<file path="src/hdl/stcm_pkg.sv">
package stcm_pkg;

    localparam int ROWS_DEFAULT         = 1024;
    localparam int ROW_CAPACITY_DEFAULT = 64;

    localparam int ROW_W   = 10;
    localparam int CNT_W   = 7;
    localparam int VAL_W   = 32;
    localparam int SLOT_W  = 6;

    typedef enum logic
    {
        OP_LOAD  = 1'b0,
        OP_ENTRY = 1'b1
    } opcode_t;

    // upper: column > row is mirrored; lower: column < row is mirrored
    typedef enum logic
    {
        MODE_UPPER = 1'b0,
        MODE_LOWER = 1'b1
    } tri_mode_t;

endpackage

</file>
<file path="src/hdl/stcm_in_if.sv">
interface stcm_in_if;
    import stcm_pkg::*;

    logic                    valid;
    logic                    ready;
    opcode_t                 opcode;
    logic [ROW_W-1:0]        row;
    logic [ROW_W-1:0]        column;
    logic [CNT_W-1:0]        count;
    logic signed [VAL_W-1:0] value_real;
    logic signed [VAL_W-1:0] value_imag;

    modport source
    (
        output valid, opcode, row, column, count, value_real, value_imag,
        input  ready
    );

    modport sink
    (
        input  valid, opcode, row, column, count, value_real, value_imag,
        output ready
    );
endinterface

</file>
<file path="src/hdl/stcm_out_if.sv">
interface stcm_out_if;
    import stcm_pkg::*;

    logic                    valid;
    logic                    ready;
    logic                    append_valid;
    logic [ROW_W-1:0]        target_row;
    logic [SLOT_W-1:0]       target_slot;
    logic [ROW_W-1:0]        target_column;
    logic signed [VAL_W-1:0] out_real;
    logic signed [VAL_W-1:0] out_imag;
    logic                    row_full;

    modport source
    (
        output valid, append_valid, target_row, target_slot, target_column,
               out_real, out_imag, row_full,
        input  ready
    );

    modport sink
    (
        input  valid, append_valid, target_row, target_slot, target_column,
               out_real, out_imag, row_full,
        output ready
    );
endinterface

</file>
<file path="src/hdl/stcm_mirror.sv">
module stcm_mirror #(
    parameter  int ROWS         = 1024,
    parameter  int ROW_CAPACITY = 64,
    localparam int AW           = (ROWS > 1) ? $clog2(ROWS) : 1,
    localparam int FW           = $clog2(ROW_CAPACITY + 1)
) (
    input  logic                clk,
    input  logic                rst_n,
    stcm_in_if.sink             feed,
    stcm_out_if.source          result,
    input  stcm_pkg::tri_mode_t mode,
    output logic                rd_en,
    output logic [AW-1:0]       rd_addr,
    input  logic [FW-1:0]       rd_data,
    output logic                wr_en,
    output logic [AW-1:0]       wr_addr,
    output logic [FW-1:0]       wr_data
);
    import stcm_pkg::*;

    function automatic logic [VAL_W-1:0] negate_sat(input logic [VAL_W-1:0] v);
        logic [VAL_W-1:0] min_val;
        min_val = {1'b1, {(VAL_W-1){1'b0}}};
        if (v == min_val)
            return ~min_val;
        return VAL_W'(0) - v;
    endfunction

    // stage 1: request register, fill count read in flight
    logic                    s1_valid_reg;
    opcode_t                 s1_op_reg;
    logic [ROW_W-1:0]        s1_row_reg;
    logic [ROW_W-1:0]        s1_col_reg;
    logic [CNT_W-1:0]        s1_count_reg;
    logic [VAL_W-1:0]        s1_real_reg;
    logic [VAL_W-1:0]        s1_imag_reg;

    // last fill write, covers the read that raced it
    logic                    fwd_valid_reg;
    logic [AW-1:0]           fwd_addr_reg;
    logic [FW-1:0]           fwd_data_reg;

    // result register
    logic                    res_valid_reg;
    logic                    res_append_reg;
    logic [ROW_W-1:0]        res_row_reg;
    logic [SLOT_W-1:0]       res_slot_reg;
    logic [ROW_W-1:0]        res_col_reg;
    logic [VAL_W-1:0]        res_real_reg;
    logic [VAL_W-1:0]        res_imag_reg;
    logic                    res_full_reg;

    logic                    s1_adv;
    logic                    accept;
    logic [AW-1:0]           col_addr;
    logic [FW-1:0]           fill;
    logic                    row_ok;
    logic                    col_ok;
    logic                    in_tri;
    logic                    hit;
    logic                    full;
    logic                    append;
    logic [FW-1:0]           cnt_sat;

    logic                    res_append_next;
    logic [ROW_W-1:0]        res_row_next;
    logic [SLOT_W-1:0]       res_slot_next;
    logic [ROW_W-1:0]        res_col_next;
    logic [VAL_W-1:0]        res_real_next;
    logic [VAL_W-1:0]        res_imag_next;
    logic                    res_full_next;

    assign s1_adv     = s1_valid_reg && (!res_valid_reg || result.ready);
    assign feed.ready = !s1_valid_reg || s1_adv;
    assign accept     = feed.valid && feed.ready;

    assign rd_en   = accept;
    assign rd_addr = AW'(feed.column);

    assign col_addr = AW'(s1_col_reg);
    assign fill     = (fwd_valid_reg && fwd_addr_reg == col_addr) ? fwd_data_reg : rd_data;

    always_comb
    begin
        row_ok  = 32'(s1_row_reg) < 32'(ROWS);
        col_ok  = 32'(s1_col_reg) < 32'(ROWS);
        in_tri  = (mode == MODE_LOWER) ? (s1_col_reg < s1_row_reg)
                                       : (s1_col_reg > s1_row_reg);
        hit     = (s1_op_reg == OP_ENTRY) && row_ok && col_ok && in_tri;
        full    = 32'(fill) >= 32'(ROW_CAPACITY);
        append  = hit && !full;
        cnt_sat = (32'(s1_count_reg) > 32'(ROW_CAPACITY)) ? FW'(ROW_CAPACITY)
                                                          : FW'(s1_count_reg);

        res_append_next = append;
        res_full_next   = hit && full;
        res_row_next    = hit ? s1_col_reg : '0;
        res_col_next    = hit ? s1_row_reg : '0;
        res_slot_next   = append ? SLOT_W'(fill) : '0;
        res_real_next   = append ? s1_real_reg : '0;
        res_imag_next   = append ? negate_sat(s1_imag_reg) : '0;

        if (s1_op_reg == OP_LOAD)
        begin
            wr_en   = s1_adv && row_ok;
            wr_addr = AW'(s1_row_reg);
            wr_data = cnt_sat;
        end
        else
        begin
            wr_en   = s1_adv && append;
            wr_addr = col_addr;
            wr_data = fill + FW'(1);
        end
    end

    always_ff @(posedge clk or negedge rst_n)
    begin
        if (!rst_n)
        begin
            s1_valid_reg  <= 1'b0;
            fwd_valid_reg <= 1'b0;
            res_valid_reg <= 1'b0;
        end
        else
        begin
            if (feed.ready)
            begin
                s1_valid_reg <= feed.valid;
            end
            if (wr_en)
            begin
                fwd_valid_reg <= 1'b1;
            end
            if (s1_adv)
            begin
                res_valid_reg <= 1'b1;
            end
            else if (result.ready)
            begin
                res_valid_reg <= 1'b0;
            end
        end
    end

    always_ff @(posedge clk)
    begin
        if (accept)
        begin
            s1_op_reg    <= feed.opcode;
            s1_row_reg   <= feed.row;
            s1_col_reg   <= feed.column;
            s1_count_reg <= feed.count;
            s1_real_reg  <= feed.value_real;
            s1_imag_reg  <= feed.value_imag;
        end
        if (wr_en)
        begin
            fwd_addr_reg <= wr_addr;
            fwd_data_reg <= wr_data;
        end
        if (s1_adv)
        begin
            res_append_reg <= res_append_next;
            res_row_reg    <= res_row_next;
            res_slot_reg   <= res_slot_next;
            res_col_reg    <= res_col_next;
            res_real_reg   <= res_real_next;
            res_imag_reg   <= res_imag_next;
            res_full_reg   <= res_full_next;
        end
    end

    assign result.valid         = res_valid_reg;
    assign result.append_valid  = res_append_reg;
    assign result.target_row    = res_row_reg;
    assign result.target_slot   = res_slot_reg;
    assign result.target_column = res_col_reg;
    assign result.out_real      = res_real_reg;
    assign result.out_imag      = res_imag_reg;
    assign result.row_full      = res_full_reg;

endmodule

</file>
<file path="src/flat_wrapper.sv">
// flat-port wrapper written by rule: the top's interface ports become plain ports
module stcm_mirror_flat import stcm_pkg::*;
#(
    parameter  int ROWS         = 1024,
    parameter  int ROW_CAPACITY = 64,
    localparam int AW           = (ROWS > 1) ? $clog2(ROWS) : 1,
    localparam int FW           = $clog2(ROW_CAPACITY + 1)
)
  (clk, rst_n, mode, rd_en, rd_addr, rd_data, wr_en, wr_addr, wr_data, feed_valid, feed_opcode, feed_row, feed_column, feed_count, feed_value_real, feed_value_imag, feed_ready, result_valid, result_append_valid, result_target_row, result_target_slot, result_target_column, result_out_real, result_out_imag, result_row_full, result_ready);
  stcm_in_if feed_i ();
  stcm_out_if result_i ();
  input  logic clk;
  input  logic rst_n;
  input  stcm_pkg::tri_mode_t mode;
  output logic rd_en;
  output logic [AW-1:0] rd_addr;
  input  logic [FW-1:0] rd_data;
  output logic wr_en;
  output logic [AW-1:0] wr_addr;
  output logic [FW-1:0] wr_data;
  input wire logic [$bits(feed_i.valid)-1:0] feed_valid;
  input wire logic [$bits(feed_i.opcode)-1:0] feed_opcode;
  input wire logic [$bits(feed_i.row)-1:0] feed_row;
  input wire logic [$bits(feed_i.column)-1:0] feed_column;
  input wire logic [$bits(feed_i.count)-1:0] feed_count;
  input wire logic [$bits(feed_i.value_real)-1:0] feed_value_real;
  input wire logic [$bits(feed_i.value_imag)-1:0] feed_value_imag;
  output wire logic [$bits(feed_i.ready)-1:0] feed_ready;
  output wire logic [$bits(result_i.valid)-1:0] result_valid;
  output wire logic [$bits(result_i.append_valid)-1:0] result_append_valid;
  output wire logic [$bits(result_i.target_row)-1:0] result_target_row;
  output wire logic [$bits(result_i.target_slot)-1:0] result_target_slot;
  output wire logic [$bits(result_i.target_column)-1:0] result_target_column;
  output wire logic [$bits(result_i.out_real)-1:0] result_out_real;
  output wire logic [$bits(result_i.out_imag)-1:0] result_out_imag;
  output wire logic [$bits(result_i.row_full)-1:0] result_row_full;
  input wire logic [$bits(result_i.ready)-1:0] result_ready;
  assign feed_i.valid = feed_valid;
  assign feed_i.opcode = feed_opcode;
  assign feed_i.row = feed_row;
  assign feed_i.column = feed_column;
  assign feed_i.count = feed_count;
  assign feed_i.value_real = feed_value_real;
  assign feed_i.value_imag = feed_value_imag;
  assign feed_ready = feed_i.ready;
  assign result_valid = result_i.valid;
  assign result_append_valid = result_i.append_valid;
  assign result_target_row = result_i.target_row;
  assign result_target_slot = result_i.target_slot;
  assign result_target_column = result_i.target_column;
  assign result_out_real = result_i.out_real;
  assign result_out_imag = result_i.out_imag;
  assign result_row_full = result_i.row_full;
  assign result_i.ready = result_ready;
  stcm_mirror #(.ROWS(ROWS), .ROW_CAPACITY(ROW_CAPACITY)) u_core (.clk(clk), .rst_n(rst_n), .feed(feed_i), .result(result_i), .mode(mode), .rd_en(rd_en), .rd_addr(rd_addr), .rd_data(rd_data), .wr_en(wr_en), .wr_addr(wr_addr), .wr_data(wr_data));
endmodule
</file>
<file path="config.mk">
export PLATFORM = sky130hd
export DESIGN_NAME = stcm_mirror_flat
export DESIGN_NICKNAME = d
export VERILOG_FILES = /design/src/hdl/stcm_pkg.sv /design/src/hdl/stcm_in_if.sv /design/src/hdl/stcm_out_if.sv /design/src/hdl/stcm_mirror.sv /design/src/flat_wrapper.sv
export SDC_FILE = /design/constraint.sdc
export NUM_CORES = 1
export LEC_CHECK = 0
export ABC_AREA = 1
export ABC_CLOCK_PERIOD_IN_PS = 7500
export BUFFER_PORTS_ARGS = -buffer_cell sky130_fd_sc_hd__buf_4
export CORE_AREA = 3 3 143 145
export CTS_BUF_LIST = sky130_fd_sc_hd__clkbuf_4 sky130_fd_sc_hd__clkbuf_8 sky130_fd_sc_hd__clkbuf_16
export DETAILED_ROUTE_END_ITERATION = 10
export DIE_AREA = 0 0 146 148
export PLACE_DENSITY = 0.8
export SLEW_MARGIN = 10
export SYNTH_ARGS = -nofsm -noshare
export SYNTH_HDL_FRONTEND = slang
export SYNTH_SLANG_ARGS = --single-unit
export TNS_END_PERCENT = 5
</file>
<file path="constraint.sdc">
create_clock -name clk -period 7.5 [get_ports clk]
set_input_delay 0.75 -clock clk [delete_from_list [all_inputs] [get_ports clk]]
set_output_delay 0.75 -clock clk [all_outputs]
set_load 0.03 [all_outputs]
</file>
---- Word level (Yosys, flattened, before mapping) ----
Cells that the tools add are included.
word-level totals
  word-level logic and storage cells ...... 50
  output and inout bits ................... 123
  bits in registers ....................... 204
  input bits .............................. 104
cells by class
  add/subtract/negate cells ............... 2
  reduce and logical (&&, ||, !) cells .... 13
  multiplexer cells ....................... 11
  eq/ne operators ......................... 2
  magnitude comparators ................... 4
operators with widths
  operator                                                              number
  32-bit two-way mux                                                    2
  32-bit equality test (second input constant)                          1
  1-bit by 32-bit subtractor with 32-bit output (first input constant)  1
  7-bit two-way mux                                                     3
  10-bit equality test                                                  1
  10-bit > comparator                                                   1
  10-bit < comparator                                                   1
  10-bit two-way mux                                                    1
  7-bit by 1-bit adder with 7-bit output (second input constant)        1
  7-bit greater-or-equal comparator (second input constant)             1
  7-bit > comparator (second input constant)                            1
  1-bit logical AND                                                     7
  1-bit two-way mux                                                     5
  1-bit zero test                                                       3
  1-bit logical OR                                                      2
  2-bit nonzero test                                                    1

---- Logic depth before layout (Yosys ltp) ----
  depth after elaboration ................. 8
  gate-level depth with buffers ........... 17
  depth with buffers taken out ............ 17

---- Worst setup path after synthesis ----
OpenSTA, ideal clock, no wires.
  kind .................................... input -> output
  start ................................... input port result_ready
  end ..................................... output port wr_en
  data required time ...................... 6.750 ns
  buffers on the path ..................... 0
  arrival time ............................ 3.616 ns
  setup slack ............................. 3.134 ns
  stages .................................. 6
  cells stage by stage .................... inv_1 > nand2_1 > nand2_1 > inv_1 > nand2_1 > nand2_1
between the ends
  cells in the longest elaborated chain, start to end .. 4
RTL lines
  element                  RTL line            source
  from (decl)              flat_wrapper.sv:37  input wire logic [$bits(result_i.ready)-1:0] result_ready;
  1-bit logical OR *       stcm_mirror.sv:73   assign s1_adv = s1_valid_reg && (!res_valid_reg || result.ready);
  1-bit logical AND *      stcm_mirror.sv:73
  named net u_core.s1_adv  stcm_mirror.sv:53   logic s1_adv;
  1-bit logical AND        stcm_mirror.sv:111  wr_en = s1_adv && append;
  1-bit two-way mux *      stcm_mirror.sv:103  if (s1_op_reg == OP_LOAD)
  to (decl)                flat_wrapper.sv:18  output logic wr_en;
The timed path passes the listed nets; every way through them passes the cells marked *.

---- Worst setup path in the final report ----
  start ................................... register u_core.s1_col_reg[9] (netlist: u_core.col_addr[9])
  end ..................................... output port wr_en
between the ends
  cells in the longest elaborated chain, start to end .. 8
  elaborated cells between the ends (all ways) .. 12
  classes of those cells .................. order compare (3); eq/ne (1); mux (3); reduce/logical (5)
RTL lines
  element                            RTL line            source
  from (decl)                        stcm_mirror.sv:33   logic [ROW_W-1:0] s1_col_reg;
  from (signal assigned)             stcm_mirror.sv:152  s1_col_reg <= feed.column;
  10-bit equality test               stcm_mirror.sv:81   assign fill = (fwd_valid_reg && fwd_addr_reg == col_addr) ? fwd_data_reg : rd_data;
  1-bit logical AND                  stcm_mirror.sv:81
  7-bit two-way mux                  stcm_mirror.sv:81
  7-bit greater-or-equal comparator  stcm_mirror.sv:90   full = 32'(fill) >= 32'(ROW_CAPACITY);
  1-bit zero test                    stcm_mirror.sv:91   append = hit && !full;
  1-bit logical AND *                stcm_mirror.sv:91
  named net u_core.append            stcm_mirror.sv:62   logic append;
  1-bit logical AND *                stcm_mirror.sv:111
  1-bit two-way mux *                stcm_mirror.sv:103
Marks and branches as above.

==> key figures <==
Timing
  – Rel. slew slack: 0.403
  – Final-report max-slew violation count: 0
  – Least-Margin Pin Slew: between 800 and 900 ps
  – Setup repair after global routing missed its margin: no
  – Post-layout min period: about 4600 ps
  – Hold Vio Cnt, Final: 0
  – Skew final: approximately 11 ps
  – Sum of negative setup slack: 0 ps
  – Worst-case setup margin in the final layout: ~2900 ps
  – Final worst-path cycle share: 0.616
  – Final Setup Violations: 0
  – Highest clock frequency the design can meet: around 220 MHz

Detailed routing
  – DRT Wirelength: approximately 20 mm
  – DR DRC count: 0
  – Router iterations before antenna repair: 4
  – DR vias: 5905
  – DRC violation total after the first TritonRoute iteration: 364
  – Post-detailed-route via-to-cell ratio: ~4.7
  – Count of antenna-violating nets left after detailed routing: 0
  – Drt wl/cell: between 15 and 20 um

Flow run
  – Total of max-cap violations: 0

Placed design
  – Number of buffer cells added on primary ports: approximately 230
  – Placed Instances: about 1200
  – Area post-placement: 10600 um2
  – DP Worst Slack: about 3300 ps
  – Final RePlAce weighted congestion: about 0.9
  – HPWL after detailed placement: 14.7 mm

Clock network
  – Clock root buffer: sky130_fd_sc_hd__clkbuf_16
  – Deepest clock path buffer count: 3
  – CTS tree: done
  – Clk_lat worst skew: roughly 500 ps
  – Clock transition time at the flip-flop clock pins of the worst setup and hold paths: approximately 50 ps
  – # clock sinks: 204
  – Hold buffer count at cts: 0
  – Post CTS Setup Buffer Count: 0
  – Number of buffers created by CTS: 23
  – PostCTS Resize Cnt: 0
  – Count of H-tree levels built during CTS: 1

Pwr
  – Total leakage power: slightly below 0.005 uW
  – Power density over the cells: approximately 260 nW/um2
  – Maximum vdd ir drop: between 0.00015 and 0.0002 V

Yosys
  – Number of synthesized register bits: 204
  – Mapped Cells: ~740
  – Yosys Warn Count: 0
  – Unique cell type count in the Yosys netlist: 37
  – Syn Nets: about 860
  – Cells taking the most area after synthesis: sky130_fd_sc_hd__edfxtp_1, sky130_fd_sc_hd__nand2_1, sky130_fd_sc_hd__inv_1
  – Post-synth design cell area: about 8700 um2
  – Area share of the leading cell type in the synthesized netlist: 0.696
  – Post-synthesis area per instance: 11.7 um2
  – Post-synthesis sequential area ratio: 0.705
  – Dominant cell type by area after synthesis: sky130_fd_sc_hd__edfxtp_1

Worst setup path
  – Maximum fanout encountered on the critical timing path: 70
  – Crit path launch type: flop
  – Crit path capture type: output port
  – Register-to-Register Path Depth: 12
  – Critical Path RT: just under 7000 ps
  – CP arrival: 3870 ps
  – Worst Path Class, Setup: flop to output port

Finish
  – Utilization of the core after routing: 0.582
  – Sequential cell area in the final layout: just over 6000 um2
  – Post-route non-filler standard cell count: roughly 1300
  – Area overhead of the layout relative to synthesis: 29.8%
  – Proportion of layout cells with a drive suffix above 1: 0.301
  – Post-layout instance area: 11300 um2
  – Nets@finish: roughly 1100
  – Multi-input gate area: just under 2000 um2
  – Total inserted antenna cells: 0
  – Fillers: about 1600

Die
  – Placeable core area: ~19000 um2
  – Top-Level Pins: 227
  – Chip width: 146 um
  – Overall die area: 21600 um2
  – Number of placement rows: 51
  – Die Y: between 100 and 150 um
  – Effective utilization at floorplan: 0.448

GRT
  – Aggregate global routing overflow: 0
  – Maximum number of pins on one net before global-route repair: just over 70
  – Global routing usage summed across all routing layers: 0.176
  – Global-route wire length before repair: between 30 and 40 mm
  – Via count of the first global-routing pass: 5706
  – Initial antenna violation count: 0

Min path
  – Tightest Hold Check Type: input port to asynchronous set/reset pin

Status
  – Run status: finished, final reports clean
layer usage:
layer | track usage | up-vias | wire, um
met5 | 0 | - | 0
met4 | 0.0691 | 0 | 753
met3 | 0.0297 | 56 | 1070
met2 | 0.315 | 196 | 10400
met1 | 0.216 | 2719 | 7620
li1 | - | 2934 | -
cells in the mapped netlist:
master / n
sky130_fd_sc_hd__nand4_1: 5
sky130_fd_sc_hd__nor3b_1: 1
sky130_fd_sc_hd__nand3b_1: 4
sky130_fd_sc_hd__inv_2: 7
sky130_fd_sc_hd__edfxtp_1: 201
sky130_fd_sc_hd__nor2_2: 6
sky130_fd_sc_hd__nor3_1: 7
sky130_fd_sc_hd__buf_6: 1
sky130_fd_sc_hd__a21oi_1: 29
sky130_fd_sc_hd__o21ai_0: 19
sky130_fd_sc_hd__o21a_1: 6
sky130_fd_sc_hd__buf_2: 8
sky130_fd_sc_hd__xnor2_1: 3
sky130_fd_sc_hd__nor4_1: 2
sky130_fd_sc_hd__xor2_1: 13
sky130_fd_sc_hd__nor3_4: 1
sky130_fd_sc_hd__dfrtp_1: 3
sky130_fd_sc_hd__buf_4: 10
sky130_fd_sc_hd__inv_1: 106
sky130_fd_sc_hd__a21o_1: 1
sky130_fd_sc_hd__clkinv_2: 1
sky130_fd_sc_hd__nand3_1: 30
sky130_fd_sc_hd__nor4_2: 1
sky130_fd_sc_hd__clkbuf_1: 6
sky130_fd_sc_hd__o211ai_1: 1
sky130_fd_sc_hd__a22o_1: 1
sky130_fd_sc_hd__nor2_1: 103
sky130_fd_sc_hd__nor2_4: 3
sky130_fd_sc_hd__a31oi_1: 8
sky130_fd_sc_hd__ha_1: 12
sky130_fd_sc_hd__nand2_1: 134
sky130_fd_sc_hd__o21ai_1: 1
sky130_fd_sc_hd__o21bai_1: 1
sky130_fd_sc_hd__or2_2: 2
sky130_fd_sc_hd__nand2_4: 1
sky130_fd_sc_hd__o21ai_2: 2
sky130_fd_sc_hd__nand2_2: 3
stage by stage:
step / hold WS (ps) / power (uW)
5_1_grt: 33.1 / 3100
3_3_place_gp: 498 / 1990
6_report: 50.5 / 2980
4_1_cts: 31.6 / 3020
2_1_floorplan: 454 / 1780
3_5_place_dp: 511 / 2000
cells in the final DEF, fill, tap and decap left out, types with 2 or more instances in the layout:
| cell type | Yosys | layout |
|---|---|---|
| sky130_fd_sc_hd__o21a_1 | 6 | 6 |
| sky130_fd_sc_hd__dfrtp_1 | 3 | 3 |
| sky130_fd_sc_hd__nand2_1 | 134 | 134 |
| sky130_fd_sc_hd__o21ai_2 | 2 | 2 |
| sky130_fd_sc_hd__a21oi_1 | 29 | 29 |
| sky130_fd_sc_hd__clkinv_2 | 1 | 12 |
| sky130_fd_sc_hd__ha_1 | 12 | 12 |
| sky130_fd_sc_hd__nor3_1 | 7 | 7 |
| sky130_fd_sc_hd__nor2_1 | 103 | 103 |
| sky130_fd_sc_hd__xor2_1 | 13 | 13 |
| sky130_fd_sc_hd__clkbuf_16 | 0 | 23 |
| sky130_fd_sc_hd__o21ai_0 | 19 | 19 |
| sky130_fd_sc_hd__inv_1 | 106 | 104 |
| sky130_fd_sc_hd__nand2_2 | 3 | 3 |
| sky130_fd_sc_hd__or2_2 | 2 | 2 |
| sky130_fd_sc_hd__nor2_4 | 3 | 3 |
| sky130_fd_sc_hd__edfxtp_1 | 201 | 201 |
| sky130_fd_sc_hd__nor2_2 | 6 | 6 |
| sky130_fd_sc_hd__buf_4 | 10 | 228 |
| sky130_fd_sc_hd__nand4_1 | 5 | 5 |
| sky130_fd_sc_hd__clkbuf_4 | 0 | 6 |
| sky130_fd_sc_hd__nand3b_1 | 4 | 4 |
| sky130_fd_sc_hd__nand3_1 | 30 | 30 |
| sky130_fd_sc_hd__nor4_1 | 2 | 2 |
| sky130_fd_sc_hd__a31oi_1 | 8 | 8 |
| sky130_fd_sc_hd__inv_2 | 7 | 7 |
| sky130_fd_sc_hd__xnor2_1 | 3 | 3 |
final cells by class:
type / instances / share of cell area
Multi-Input combinational cell: 400 / 0.176
Timing Repair Buffer: 228 / 0.152
Sequential cell: 204 / 0.543
Inverter: 114 / 0.0384
Clock inverter: 12 / 0.00589
Clock buffer: 29 / 0.0552
Tap cell: 265 / 0.0295
power by group:
group | internal (uW) | switching [uW] | total, uW
registers | 1400 | 49.2 | 1450
clock network | 587 | 422 | 1010
logic | 172 | 348 | 520
cell families after synthesis:
group,count (synthesis),synth area share
AOI/OAI and AO/OA,69,0.0449
xor gates and xnor gates,16,0.0162
adders and majority gates,12,0.0173
buffers and inverters,139,0.0667
DFF,204,0.705
and+or+nand+nor,303,0.150
final timing paths:
kind | start | endpoint | slack [ps]
worst max-delay path | u_core.col_addr[9] | wr_en | 2880
worst min-delay path | rst_n | u_core.fwd_valid_reg | 50
worst max register to register | u_core.col_addr[9] | u_core.fwd_addr_reg[8] | 4060
worst min register to register | u_core.s1_valid_reg | u_core.result.valid | 520
max in group asynchronous | rst_n | u_core.result.valid | 7340
min in group clk | feed_row[7] | u_core.s1_row_reg[7] | 430
worst max-delay path, stage by stage (launching register included):
cell and delay, ps:
sky130_fd_sc_hd__edfxtp_1 470, sky130_fd_sc_hd__ha_1 370, sky130_fd_sc_hd__nand2_1 90, sky130_fd_sc_hd__nor2_1 160
sky130_fd_sc_hd__nand2_1 100, sky130_fd_sc_hd__o211ai_1 220, sky130_fd_sc_hd__nand2_1 70, sky130_fd_sc_hd__nand2_1 70
sky130_fd_sc_hd__nor2_2 70, sky130_fd_sc_hd__nand2_4 540, sky130_fd_sc_hd__clkinv_2 200, sky130_fd_sc_hd__nand2_1 130
sky130_fd_sc_hd__nand2_1 490, sky130_fd_sc_hd__buf_4 380
Note: power is estimated with default switching activity, not from simulation.
